[config.mk]
export PLATFORM = sky130hd
export DESIGN_NAME = weighted_healthy_backend_picker_flat
export DESIGN_NICKNAME = d
export VERILOG_FILES = /design/src/design/whbp_pkg.sv /design/src/design/whbp_in_if.sv /design/src/design/whbp_out_if.sv /design/src/design/weighted_healthy_backend_picker.sv /design/src/flat_wrapper.sv
export VERILOG_INCLUDE_DIRS = /design/src /design/src/design
export SDC_FILE = /design/constraint.sdc
export NUM_CORES = 2
export LEC_CHECK = 0
export ABC_AREA = 0
export BUFFER_PORTS_ARGS = -buffer_cell sky130_fd_sc_hd__buf_2
export CAP_MARGIN = 20
export CORE_MARGIN = 2
export CORE_UTILIZATION = 43
export CTS_CLUSTER_DIAMETER = 80
export DETAILED_ROUTE_END_ITERATION = 16
export PLACE_DENSITY_LB_ADDON = 0.12
export SYNTH_ARGS = -nofsm -noshare
export SYNTH_HDL_FRONTEND = slang
export SYNTH_SLANG_ARGS = --single-unit
export TNS_END_PERCENT = 20
[constraint.sdc]
create_clock -name clk -period 24.5 [get_ports clk]
set_input_delay 1.225 -clock clk [delete_from_list [all_inputs] [get_ports clk]]
set_output_delay 1.225 -clock clk [all_outputs]
set_load 0.03 [all_outputs]
[src/design/weighted_healthy_backend_picker_macros.svh]
// Assertion helpers for the picker design file.
`ifndef WEIGHTED_HEALTHY_BACKEND_PICKER_MACROS_SVH
`define WEIGHTED_HEALTHY_BACKEND_PICKER_MACROS_SVH

// Same-cycle implication, disabled while reset is asserted.
`define WHBP_ASSERT_NOW(label, ante, cons, msg) \
  label: assert property (@(posedge clk) disable iff (!rst_n) (ante) |-> (cons)) \
    else $error(msg);

// Next-cycle implication, disabled while reset is asserted.
`define WHBP_ASSERT_NEXT(label, ante, cons, msg) \
  label: assert property (@(posedge clk) disable iff (!rst_n) (ante) |=> (cons)) \
    else $error(msg);

`endif

[src/design/whbp_pkg.sv]
package whbp_pkg;

  localparam int MAX_ENTRIES = 16;
  localparam int WEIGHT_BITS = 16;

  localparam int IDX_W    = $clog2(MAX_ENTRIES);
  localparam int CNT_W    = $clog2(MAX_ENTRIES + 1);
  localparam int ID_W     = 16;
  localparam int FIELD_W  = 16;
  localparam int DRAW_W   = 16;
  localparam int HEALTH_W = 16;
  localparam int CUR_W    = 5;
  localparam int SLOT_W   = 4;
  localparam int SUM_W    = 20;
  localparam int TOT_W    = WEIGHT_BITS + CNT_W;
  localparam int PROD_W   = DRAW_W + TOT_W;

  localparam logic [1:0] OP_ADD    = 2'd0;
  localparam logic [1:0] OP_REMOVE = 2'd1;
  localparam logic [1:0] OP_PICK   = 2'd2;

  localparam logic [1:0] ST_OK     = 2'd0;
  localparam logic [1:0] ST_NULL   = 2'd1;
  localparam logic [1:0] ST_FULL   = 2'd2;
  localparam logic [1:0] ST_ABSENT = 2'd3;

  typedef struct packed {
    logic [1:0]          operation;
    logic [ID_W-1:0]     target_id;
    logic [FIELD_W-1:0]  entry_weight;
    logic [DRAW_W-1:0]   draw;
    logic [HEALTH_W-1:0] health_mask;
    logic [CUR_W-1:0]    cursor_in;
  } in_item_t;

  typedef struct packed {
    logic [1:0]        status;
    logic [ID_W-1:0]   picked_id;
    logic [SLOT_W-1:0] picked_slot;
    logic [CUR_W-1:0]  cursor_out;
    logic [CUR_W-1:0]  entry_total;
    logic [SUM_W-1:0]  sum_of_weights;
  } out_item_t;

  // Slots beyond the mask width have no health bit and count as unhealthy.
  function automatic logic slot_healthy(input logic [HEALTH_W-1:0] mask,
                                        input logic [CNT_W-1:0] idx);
    logic [31:0] ext;
    ext = 32'(idx);
    return (ext < 32'(HEALTH_W)) && mask[ext[$clog2(HEALTH_W)-1:0]];
  endfunction

endpackage

[src/design/whbp_in_if.sv]
interface whbp_in_if;
  logic                valid;
  logic                ready;
  whbp_pkg::in_item_t  data;

  modport source(output valid, output data, input ready);
  modport sink(input valid, input data, output ready);
endinterface

[src/design/whbp_out_if.sv]
interface whbp_out_if;
  logic                valid;
  logic                ready;
  whbp_pkg::out_item_t data;

  modport source(output valid, output data, input ready);
  modport sink(input valid, input data, output ready);
endinterface

[src/design/weighted_healthy_backend_picker.sv]
// Weighted healthy backend picker. The block holds a compact table of up to
// MAX_ENTRIES target ids with integer weights and a 20-bit running total, and
// serves one operation per transfer: add appends an entry, remove deletes the
// first entry with a matching id, closes the gap and adjusts the caller's
// round-robin cursor, and pick returns the first healthy slot whose running
// healthy weight exceeds (draw * healthy_sum) >> 16. Items are processed one
// at a time by a small sequencer that walks the table one slot per cycle
// through a single shared adder and comparator. Add, a remove with the null
// id and unknown operations go straight to the output state. Remove first
// scans up to the matching slot and then moves each later entry down one
// slot; a miss scans the whole table. Pick makes a pass to total the healthy
// weights, a multiply step, a second pass that stops at the chosen slot, and
// the output state; with no healthy weight it ends after the first pass. The
// input is not ready while an item is in progress, but a finished result
// sits in an output register so the next item can be transferred while it
// waits to be taken.
`include "weighted_healthy_backend_picker_macros.svh"

module weighted_healthy_backend_picker (
  input  logic                clk,
  input  logic                rst_n,
  whbp_in_if.sink             in_ch,
  whbp_out_if.source          out_ch
);

  // Sequencer states.
  localparam logic [2:0] S_IDLE  = 3'd0;
  localparam logic [2:0] S_FIND  = 3'd1;
  localparam logic [2:0] S_SHIFT = 3'd2;
  localparam logic [2:0] S_SUM   = 3'd3;
  localparam logic [2:0] S_MUL   = 3'd4;
  localparam logic [2:0] S_SEL   = 3'd5;
  localparam logic [2:0] S_OUT   = 3'd6;

  // Entry table. Only values from slots below the entry count are ever used.
  logic [whbp_pkg::ID_W-1:0]        id_mem_r [whbp_pkg::MAX_ENTRIES];
  logic [whbp_pkg::WEIGHT_BITS-1:0] wt_mem_r [whbp_pkg::MAX_ENTRIES];

  logic [2:0]                     state_r, state_nxt;
  logic [whbp_pkg::CNT_W-1:0]     used_r, used_nxt;
  logic [whbp_pkg::SUM_W-1:0]     wsum_r, wsum_nxt;
  logic [whbp_pkg::CNT_W-1:0]     idx_r, idx_nxt;
  logic [whbp_pkg::IDX_W-1:0]     found_r, found_nxt;
  logic [whbp_pkg::TOT_W-1:0]     acc_r, acc_nxt;
  logic [whbp_pkg::TOT_W-1:0]     tot_r, tot_nxt;
  logic [whbp_pkg::TOT_W-1:0]     target_r, target_nxt;
  logic [whbp_pkg::ID_W-1:0]      id_r, id_nxt;
  logic [whbp_pkg::DRAW_W-1:0]    draw_r, draw_nxt;
  logic [whbp_pkg::HEALTH_W-1:0]  mask_r, mask_nxt;
  logic [whbp_pkg::CUR_W-1:0]     cur_r, cur_nxt;
  logic [1:0]                     status_r, status_nxt;
  logic [whbp_pkg::ID_W-1:0]      pid_r, pid_nxt;
  logic [whbp_pkg::SLOT_W-1:0]    pslot_r, pslot_nxt;
  logic                           out_valid_r, out_valid_nxt;
  whbp_pkg::out_item_t            out_data_r, out_data_nxt;

  // Table write port.
  logic                             wr_en;
  logic [whbp_pkg::IDX_W-1:0]       wr_idx;
  logic [whbp_pkg::ID_W-1:0]        wr_id;
  logic [whbp_pkg::WEIGHT_BITS-1:0] wr_wt;

  // Single read port: the shift pass reads one slot ahead of the write.
  logic [whbp_pkg::IDX_W-1:0]       rd_idx;
  logic [whbp_pkg::ID_W-1:0]        rd_id;
  logic [whbp_pkg::WEIGHT_BITS-1:0] rd_wt;

  // Shared accumulator adder and the multiplier for the target.
  logic [whbp_pkg::TOT_W-1:0]  add_res;
  logic [whbp_pkg::PROD_W-1:0] prod;
  logic                        healthy;
  logic                        in_xfer;
  logic [whbp_pkg::CUR_W-1:0]  cur_adj;
  logic [whbp_pkg::CNT_W-1:0]  n_after;

  assign in_xfer      = in_ch.valid && in_ch.ready;
  assign in_ch.ready  = (state_r == S_IDLE);
  assign out_ch.valid = out_valid_r;
  assign out_ch.data  = out_data_r;

  assign rd_idx  = (state_r == S_SHIFT) ? whbp_pkg::IDX_W'(idx_r + 1'b1)
                                        : idx_r[whbp_pkg::IDX_W-1:0];
  assign rd_id   = id_mem_r[rd_idx];
  assign rd_wt   = wt_mem_r[rd_idx];
  assign add_res = acc_r + whbp_pkg::TOT_W'(rd_wt);
  assign healthy = whbp_pkg::slot_healthy(mask_r, idx_r);
  assign prod    = whbp_pkg::PROD_W'(draw_r) * whbp_pkg::PROD_W'(tot_r);
  assign n_after = used_r - 1'b1;

  // Cursor fix-up after a remove: a cursor past the removed slot steps
  // back, one sitting at the new end wraps, and one beyond the end resets.
  always_comb begin
    cur_adj = cur_r;
    if (int'(found_r) < int'(cur_r)) begin
      cur_adj = cur_r - 1'b1;
    end else if (int'(cur_r) == int'(n_after)) begin
      cur_adj = '0;
    end
    if (int'(cur_adj) > int'(n_after)) begin
      cur_adj = '0;
    end
  end

  always_comb begin
    state_nxt     = state_r;
    used_nxt      = used_r;
    wsum_nxt      = wsum_r;
    idx_nxt       = idx_r;
    found_nxt     = found_r;
    acc_nxt       = acc_r;
    tot_nxt       = tot_r;
    target_nxt    = target_r;
    id_nxt        = id_r;
    draw_nxt      = draw_r;
    mask_nxt      = mask_r;
    cur_nxt       = cur_r;
    status_nxt    = status_r;
    pid_nxt       = pid_r;
    pslot_nxt     = pslot_r;
    out_valid_nxt = out_valid_r;
    out_data_nxt  = out_data_r;
    wr_en         = 1'b0;
    wr_idx        = idx_r[whbp_pkg::IDX_W-1:0];
    wr_id         = rd_id;
    wr_wt         = rd_wt;

    if (out_valid_r && out_ch.ready) begin
      out_valid_nxt = 1'b0;
    end

    unique case (state_r)
      S_IDLE: begin
        if (in_xfer) begin
          id_nxt     = in_ch.data.target_id;
          draw_nxt   = in_ch.data.draw;
          mask_nxt   = in_ch.data.health_mask;
          cur_nxt    = in_ch.data.cursor_in;
          status_nxt = whbp_pkg::ST_OK;
          pid_nxt    = '0;
          pslot_nxt  = '0;
          idx_nxt    = '0;
          acc_nxt    = '0;
          state_nxt  = S_OUT;
          unique case (in_ch.data.operation)
            whbp_pkg::OP_ADD: begin
              if (in_ch.data.target_id == '0) begin
                status_nxt = whbp_pkg::ST_NULL;
              end else if (int'(used_r) >= whbp_pkg::MAX_ENTRIES) begin
                status_nxt = whbp_pkg::ST_FULL;
              end else begin
                wr_en    = 1'b1;
                wr_idx   = used_r[whbp_pkg::IDX_W-1:0];
                wr_id    = in_ch.data.target_id;
                wr_wt    = whbp_pkg::WEIGHT_BITS'(in_ch.data.entry_weight);
                used_nxt = used_r + 1'b1;
                wsum_nxt = wsum_r + whbp_pkg::SUM_W'(wr_wt);
              end
            end
            whbp_pkg::OP_REMOVE: begin
              if (in_ch.data.target_id == '0) begin
                status_nxt = whbp_pkg::ST_NULL;
              end else begin
                state_nxt = S_FIND;
              end
            end
            whbp_pkg::OP_PICK: begin
              state_nxt = S_SUM;
            end
            default: begin
              state_nxt = S_OUT;
            end
          endcase
        end
      end
      S_FIND: begin
        if (idx_r == used_r) begin
          status_nxt = whbp_pkg::ST_ABSENT;
          state_nxt  = S_OUT;
        end else if (rd_id == id_r) begin
          found_nxt = idx_r[whbp_pkg::IDX_W-1:0];
          wsum_nxt  = wsum_r - whbp_pkg::SUM_W'(rd_wt);
          state_nxt = S_SHIFT;
        end else begin
          idx_nxt = idx_r + 1'b1;
        end
      end
      S_SHIFT: begin
        if (int'(idx_r) + 1 < int'(used_r)) begin
          wr_en   = 1'b1;
          idx_nxt = idx_r + 1'b1;
        end else begin
          used_nxt  = n_after;
          cur_nxt   = cur_adj;
          state_nxt = S_OUT;
        end
      end
      S_SUM: begin
        if (idx_r == used_r) begin
          if (acc_r == '0) begin
            status_nxt = whbp_pkg::ST_NULL;
            state_nxt  = S_OUT;
          end else begin
            tot_nxt   = acc_r;
            state_nxt = S_MUL;
          end
        end else begin
          if (healthy) begin
            acc_nxt = add_res;
          end
          idx_nxt = idx_r + 1'b1;
        end
      end
      S_MUL: begin
        target_nxt = whbp_pkg::TOT_W'(prod >> whbp_pkg::DRAW_W);
        acc_nxt    = '0;
        idx_nxt    = '0;
        state_nxt  = S_SEL;
      end
      S_SEL: begin
        if (idx_r == used_r) begin
          status_nxt = whbp_pkg::ST_NULL;
          state_nxt  = S_OUT;
        end else begin
          if (healthy) begin
            acc_nxt = add_res;
            if (target_r < add_res) begin
              pid_nxt   = rd_id;
              pslot_nxt = whbp_pkg::SLOT_W'(idx_r);
              state_nxt = S_OUT;
            end
          end
          idx_nxt = idx_r + 1'b1;
        end
      end
      S_OUT: begin
        if (!out_valid_r || out_ch.ready) begin
          out_valid_nxt               = 1'b1;
          out_data_nxt.status         = status_r;
          out_data_nxt.picked_id      = pid_r;
          out_data_nxt.picked_slot    = pslot_r;
          out_data_nxt.cursor_out     = cur_r;
          out_data_nxt.entry_total    = whbp_pkg::CUR_W'(used_r);
          out_data_nxt.sum_of_weights = wsum_r;
          state_nxt                   = S_IDLE;
        end
      end
      default: begin
        state_nxt = S_IDLE;
      end
    endcase
  end

  always_ff @(posedge clk) begin
    if (!rst_n) begin
      state_r     <= S_IDLE;
      used_r      <= '0;
      wsum_r      <= '0;
      out_valid_r <= 1'b0;
    end else begin
      state_r     <= state_nxt;
      used_r      <= used_nxt;
      wsum_r      <= wsum_nxt;
      out_valid_r <= out_valid_nxt;
    end
  end

  always_ff @(posedge clk) begin
    idx_r      <= idx_nxt;
    found_r    <= found_nxt;
    acc_r      <= acc_nxt;
    tot_r      <= tot_nxt;
    target_r   <= target_nxt;
    id_r       <= id_nxt;
    draw_r     <= draw_nxt;
    mask_r     <= mask_nxt;
    cur_r      <= cur_nxt;
    status_r   <= status_nxt;
    pid_r      <= pid_nxt;
    pslot_r    <= pslot_nxt;
    out_data_r <= out_data_nxt;
    if (wr_en) begin
      id_mem_r[wr_idx] <= wr_id;
      wt_mem_r[wr_idx] <= wr_wt;
    end
  end

  // The entry count never passes the table size.
  `WHBP_ASSERT_NOW(a_count_bound, 1'b1, int'(used_r) <= whbp_pkg::MAX_ENTRIES,
                   "entry count exceeds table size")

  // The shift pass only ever runs inside the occupied part of the table.
  `WHBP_ASSERT_NOW(a_shift_range, state_r == S_SHIFT, idx_r < used_r,
                   "shift pass outside occupied slots")

  // A successful pick names an occupied slot.
  `WHBP_ASSERT_NOW(a_pick_slot, out_valid_r && out_data_r.picked_id != '0,
                   int'(out_data_r.picked_slot) < int'(out_data_r.entry_total),
                   "picked slot beyond entry count")

  // A result waiting at the output is loaded only from the final state.
  `WHBP_ASSERT_NEXT(a_out_from_final, !out_valid_r && state_r != S_OUT, !out_valid_r,
                    "result appeared without finishing an item")

endmodule

[src/flat_wrapper.sv]
// flat-port wrapper written by rule: the top's interface ports become plain ports
module weighted_healthy_backend_picker_flat 
  (clk, rst_n, in_ch_valid, in_ch_data, in_ch_ready, out_ch_valid, out_ch_data, out_ch_ready);
  whbp_in_if in_ch_i ();
  whbp_out_if out_ch_i ();
  input  logic clk;
  input  logic rst_n;
  input wire logic [$bits(in_ch_i.valid)-1:0] in_ch_valid;
  input wire logic [$bits(in_ch_i.data)-1:0] in_ch_data;
  output wire logic [$bits(in_ch_i.ready)-1:0] in_ch_ready;
  output wire logic [$bits(out_ch_i.valid)-1:0] out_ch_valid;
  output wire logic [$bits(out_ch_i.data)-1:0] out_ch_data;
  input wire logic [$bits(out_ch_i.ready)-1:0] out_ch_ready;
  assign in_ch_i.valid = in_ch_valid;
  assign in_ch_i.data = in_ch_data;
  assign in_ch_ready = in_ch_i.ready;
  assign out_ch_valid = out_ch_i.valid;
  assign out_ch_data = out_ch_i.data;
  assign out_ch_i.ready = out_ch_ready;
  weighted_healthy_backend_picker u_core (.clk(clk), .rst_n(rst_n), .in_ch(in_ch_i), .out_ch(out_ch_i));
endmodule
# Yosys cells after proc, flatten, opt, wreduce, memory -nomap -nowiden
# Memory sizes are Yosys's and may differ from the RTL's.
# Cells that the tools add are included.
# Widths: inputs -> output; s select.
# word_totals
mem_bits_rw	512
input_bits	75
output_inout_bits	54
word_cells	194
register_bits	228
n_memories	2
# op_classes
magnitude_cmp	7
n_reduce_logical	28
bitwise	2
add_sub_neg	8
n_mul	1
n_eq_ne	33
muxes	91
# memory_table
name	words	word_bits	rd	rd_clocked_by_memory_dff	wr	line_no	source
u_core.id_mem_r	16	16	1	0	1	weighted_healthy_backend_picker.sv:36	logic [whbp_pkg::ID_W-1:0] id_mem_r [whbp_pkg::MAX_ENTRIES];
u_core.wt_mem_r	16	16	1	0	1	weighted_healthy_backend_picker.sv:37	logic [whbp_pkg::WEIGHT_BITS-1:0] wt_mem_r [whbp_pkg::MAX_ENTRIES];
# op_table
operator	n
$mux 16	14
$mux 20	6
$mux 5	15
$mux 21	3
$pmux 21 s3	1
$mux 4	10
$pmux 20 s2	1
$mul 16x21->37	1
$lt 32x6->1	1
$pmux 16 s2	1
$mux 3	10
$pmux 5 s5	1
$add 21x16->21	1
$logic_not 21->1	1
$lt 21x21->1	1
$pmux 3 s7	1
$add 20x16->20	1
$ne 2x2->1 const B	10
$pmux 5 s2	2
$sub 20x16->20	1
$ne 2x1->1 const B	9
$reduce_and 6->1	3
$eq 16x16->1	1
$logic_not 16->1	1
other kinds (39)	74

# Longest topological paths before layout
# An unclocked memory read counts as a cell.
# depth
ltp_word	9
depth_mapped	31
ltp_nobuf	26

# Worst setup path before layout
# Ideal clock, no wire load.
# synth_timing
path_kind	register to register
from	register u_core.idx_r[0] (netlist bit)
to	register u_core.pid_r[0] (netlist bit) (enable)
stages_incl_launch_ff	27
path_buffers	4
setup_time_ns	0.428
slack_ns	15.714
period_less_slack_ns	8.786
required_ns	24.072
t_arrival_ns	8.358
path_cell_list	edfxtp_1 -> buf_2 -> buf_1 -> clkbuf_1 -> xnor2_1 -> buf_2 -> mux4_2 -> mux4_2 -> ha_1 -> fa_1 -> a21o_1 -> a21oi_1 -> o21bai_1 -> a211oi_1 -> o31ai_1 -> o41ai_1 -> o211ai_1 -> a21oi_1 -> xnor2_1 -> ha_1 -> nand2_1 -> nor2_1 -> a2111oi_0 -> nand2_1 -> a21oi_1 -> o21ai_0 -> o31ai_1
# synth_between
elab_chain_len	7
word_cells_on_any_way	14
cone_classes	add/sub: 2; order compare: 2; eq/ne: 4; mux: 3; reduce/logical: 2; memory: 1
# synth_lines
element	line_no	source
from (decl)	weighted_healthy_backend_picker.sv:42	logic [whbp_pkg::CNT_W-1:0] idx_r, idx_nxt;
from (signal assigned)	weighted_healthy_backend_picker.sv:268	idx_r <= idx_nxt;
$add 5x1->5	weighted_healthy_backend_picker.sv:81	assign rd_idx = (state_r == S_SHIFT) ? whbp_pkg::IDX_W'(idx_r + 1'b1)
$mux 4	weighted_healthy_backend_picker.sv:81	
$mem_v2 16x16	n/a	
$add 21x16->21	weighted_healthy_backend_picker.sv:85	assign add_res = acc_r + whbp_pkg::TOT_W'(rd_wt);
$lt 21x21->1	weighted_healthy_backend_picker.sv:226	if (target_r < add_res) begin
$ne 2x1->1 (no line)	n/a	
$reduce_and 5->1 (no line) *	n/a	
to (signal assigned)	weighted_healthy_backend_picker.sv:278	pid_r <= pid_nxt;
to (decl)	weighted_healthy_backend_picker.sv:52	logic [whbp_pkg::ID_W-1:0] pid_r, pid_nxt;
# Mark *: on every way between the ends. The rest lies on a longest branch, timed or not. The select of a mux whose other input is x is not followed.
# A chain may end at the register's enable or synchronous reset.

# Final worst setup path
# layout_timing
from	register u_core.state_r[1]
to	register u_core.pid_r[2] (netlist bit) (enable)
# layout_between
elab_chain_len	7
word_cells_on_any_way	14
cone_classes	add/sub: 1; order compare: 1; eq/ne: 6; mux: 1; reduce/logical: 4; memory: 1
# layout_lines
element	line_no	source
from (decl)	weighted_healthy_backend_picker.sv:39	logic [2:0] state_r, state_nxt;
from (signal assigned)	weighted_healthy_backend_picker.sv:260	state_r <= state_nxt;
$eq 3x2->1	weighted_healthy_backend_picker.sv:81	
$mux 4	weighted_healthy_backend_picker.sv:81	
$mem_v2 16x16	n/a	
$add 21x16->21	weighted_healthy_backend_picker.sv:85	
$lt 21x21->1	weighted_healthy_backend_picker.sv:226	
$ne 2x1->1 (no line)	n/a	
$reduce_and 5->1 (no line) *	n/a	
# Mark *: on every way between the ends. The rest lies on a longest branch, timed or not.

==> out/metrics.cfg <==
[detailed_routing]
routed_wirelength_um=121100
vias=27610
via_per_inst=5.640
firstDrtPassIters=5
drt_iter0_drc=2110
drtAntennaViolNets=0
wl_per_cell_um=24.74
drcViolationCount=0

[timing]
final-max-slew-violation-count=0
fin_crit_sh_pct=36.95
finalHoldViolations=0
fin_crit_ns=9.054
setup_viol=0
layout_setup_ws_ns=15.45
clock_skew_ns=0.03070
slew_headroom_pct=23.95
tns_ns=0
worstMarginPinSlew_ns=1.141
rsz0062_at_grt=false
max_freq_ghz=0.1105

[place]
port_buffers=128
place_hpwl_um=78220
routabilityCongestion=0.8461
place_ws_ns=15.45

[synth]
synth_xor_area_share_pct=1.823
synth_fa_ha_area_share_pct=17.15
syn_inst=3335
synth_cell_types=74
synth_simple_gate_area_share_pct=8.993
synthArstFlopShare_pct=0
synth_top_family_by_area=adder cells
synth_mux_area_share_pct=13.04
synth_compound_area_share_pct=4.719
ys_seq_area_share_pct=49.62
synth-edff-count=711
avgSynthCellArea_um2=13.25
synth_fp_nets=3857
ys_warn_count=0
synth_ff_type=edfxtp_1
syn-cell-area_um2=44200
synth-seq-cells=740

[layout]
multiInputGateArea_um2=20450
seq_area_um2=21930
layout-drive-gt1-share_pct=14.70
nNetsFinal=3975
nFillCells=8892
syn_to_final_growth_pct=11.86

[die]
pin_count=129
core-area_um2=101900
die-area_um2=105400
initial_core_util_pct=43.38
fp-row-count=117
die_height_um=324.6
die_w_um=324.6

[clock_network]
htreeDepth=3
cts_hold_buf=0
clkSinkCount=740
clock_latency_ns=0.67
cts_buffer_depth=3
cts_root_buf=clkbuf_16
clk_pin_slew_ns=0.06
cts-resized-gates=0
cts_tree=done
cts_buffers=86
postCtsSetupBuffers=0

[min_path]
holdPathStages=0
hold_path.class=reg2reg
hold_end=u_core.out_ch.data[46]$_DFFE_PP_
hold_start=u_core.pid_r[12]$_SDFFCE_PN0P_

[critical_path]
r2r-end=u_core.pid_r[2]$_SDFFCE_PN0P_
endpoint_kind=register
cp-start-kind=register
r2r-start=u_core.state_r[1]$_SDFFE_PN0P_
cp.arrival_ns=9.38
cp_max_fo=38
rrSetupSlack_ns=15.45
reg2reg_depth=26
critPathRequiredTime_ns=24.83
worst-setup-path-type=reg2reg

[status]
outcome=completed

[job]
cap_violations=0

[grt]
grt-ovfl-total=0
track_usage_pct=23.18
grt_start_max_net_pins=53
antenna_found_initial=5
grt_pass1_wl_um=183800
first_global_vias=29220

## placed cells by master, fill, tap and decap left out, types with 12 or more instances in the layout
cell / instances
clkinv_1: 21
inv_1: 354
nor4_1: 13
and2_1: 141
edfxtp_1: 711
o21a_1: 22
nor2_1: 124
clkinv_2: 13
buf_2: 128
o21ai_0: 65
mux2i_1: 236
nor2_4: 16
nor2b_1: 12
xnor2_1: 56
o21bai_1: 14
nand4_1: 17
mux4_2: 151
buf_4: 63
or3_1: 13
clkbuf_1: 12
a21oi_1: 67
ha_1: 181
nor3_1: 33
nand2_1: 349
and3_1: 15
a31oi_1: 22
xor2_1: 33
a211oi_1: 15
a21o_1: 23
clkbuf_16: 88
nand3_1: 57
fa_1: 265
dfxtp_1: 29
## layer usage
layer	vias up	global-route usage, %	share of wire [%]
li1	12160	-	-
met1	14300	30.86	42
met2	904	38.19	48
met3	241	4.311	6.4
met4	4	7.991	3.4
met5	-	0	0.028
## state kept, by name, summed over array words and instances (netlist names)
signal / cells
u_core.tot_r: 21
u_core.pslot_r: 4
u_core.state_r: 3
u_core.used_r: 5
u_core.wsum_r: 20
u_core.pid_r: 16
u_core.cur_r: 5
u_core.out_ch.valid: 1
u_core.id_r: 16
u_core.wt_mem_r: 256
u_core.mask_r: 16
u_core.idx_r: 5
u_core.draw_r: 16
u_core.found_r: 4
u_core.id_mem_r: 256
u_core.target_r: 21
u_core.out_ch.data: 52
u_core.acc_r: 21
u_core.status_r: 2
## critical path, cell delays in order, from the launching register on
cell and delay [ns]:
dfxtp_1 0.79, or3b_4 0.45, buf_4 0.32, or3_1 0.75
nand2_1 0.18, buf_4 0.49, mux4_2 0.62, ha_1 0.24
fa_1 0.43, a21o_1 0.19, a21oi_1 0.23, o21bai_1 0.15
a211oi_1 0.36, o31ai_1 0.17, o41ai_1 0.68, o211ai_1 0.20
a21oi_1 0.21, xnor2_1 0.16, ha_1 0.27, nand2_1 0.08
nor2_1 0.07, a2111oi_0 0.43, nand2_1 0.10, a21oi_1 0.20
o21ai_0 0.24, o31ai_4 0.29, buf_4 0.33
## cell usage after synthesis (all sizes together) (4+ instances only)
master | number | area (um2)
mux4 | 151 | 3401
xor2 | 34 | 297.8
and2 | 141 | 882.1
or3 | 13 | 81.33
nand4 | 17 | 106.4
and3 | 15 | 93.84
a21oi | 67 | 335.3
or4 | 10 | 75.07
nor3 | 36 | 185.2
dfxtp | 29 | 580.6
o211ai | 5 | 37.54
nand2b | 11 | 68.82
nor2b | 13 | 81.33
inv | 355 | 1333
ha | 182 | 2277
nor2 | 140 | 525.5
clkbuf | 100 | 375.4
or2 | 5 | 31.28
a31oi | 22 | 137.6
nand3 | 57 | 285.3
a211oi | 15 | 112.6
mux2i | 236 | 2362
o41ai | 6 | 52.55
xnor2 | 58 | 508.0
a221oi | 4 | 35.03
edfxtp | 711 | 21350
o21bai | 14 | 105.1
nor4 | 13 | 81.33
nand2 | 350 | 1314
nor3b | 6 | 50.05
o21ai | 71 | 370.4
o21a | 22 | 165.2
o2111ai | 7 | 61.31
a22oi | 4 | 30.03
a2111oi | 6 | 52.55
o22ai | 4 | 25.02
a21o | 23 | 172.7
a22o | 7 | 61.31
fa | 265 | 5305
buf | 63 | 345.3
o31ai | 14 | 123.9
## layout make-up
class / instances / area share [%]
Timing Repair Buffer: 193 / 2.323
Multi-Input combinational cell: 2076 / 41.36
Antenna cell: 3 / 0.01518
Clock buffer: 100 / 4.545
Sequential cell: 740 / 44.36
Tap cell: 1368 / 3.462
Inverter: 356 / 2.703
Clock inverter: 59 / 1.237
## metrics by stage
step                      util (%)  hold WS, ns  std cells  area (um2)
after floorplan                  -       0.4003       3335       44200
after global placement       45.64       0.4094       4726       46500
after detailed placement     45.67       0.4062       4729       46530
after CTS                    48.47       0.4216       4888       49390
after global routing         48.52       0.4302       4893       49440
final                        48.53       0.4226       4895       49440
## worst max-delay path by stage
stage | startpoint | endpoint | cells past startpoint
6_report | u_core.state_r[1]$_SDFFE_PN0P_ | u_core.pid_r[2]$_SDFFCE_PN0P_ | 26
5_1_grt | u_core.idx_r[0]$_SDFFCE_PN0P_ | u_core.pslot_r[0]$_SDFFCE_PN0P_ | 26
2_1_floorplan | u_core.idx_r[0]$_SDFFCE_PN0P_ | u_core.pid_r[0]$_SDFFCE_PN0P_ | 26
4_1_cts | u_core.idx_r[0]$_SDFFCE_PN0P_ | u_core.pid_r[2]$_SDFFCE_PN0P_ | 26
3_5_place_dp | u_core.state_r[1]$_SDFFE_PN0P_ | u_core.pid_r[12]$_SDFFCE_PN0P_ | 26
3_3_place_gp | u_core.idx_r[0]$_SDFFCE_PN0P_ | u_core.pid_r[12]$_SDFFCE_PN0P_ | 26
## logic make-up (layout without fill, tap and decap cells)
logic type                 Yosys count  count (layout)
DFF                                740             740
xor gates and xnor gates            92              92
adders and majority gates          447             447
other                                0               3
AOI/OAI and AO/OA                  313             313
and+or+nand+nor                    837             837
muxes                              387             387
buffers and inverters              519             708
Power is not shown: default switching activity piles up to over one toggle a cycle in this logic, so the estimate is an artifact.
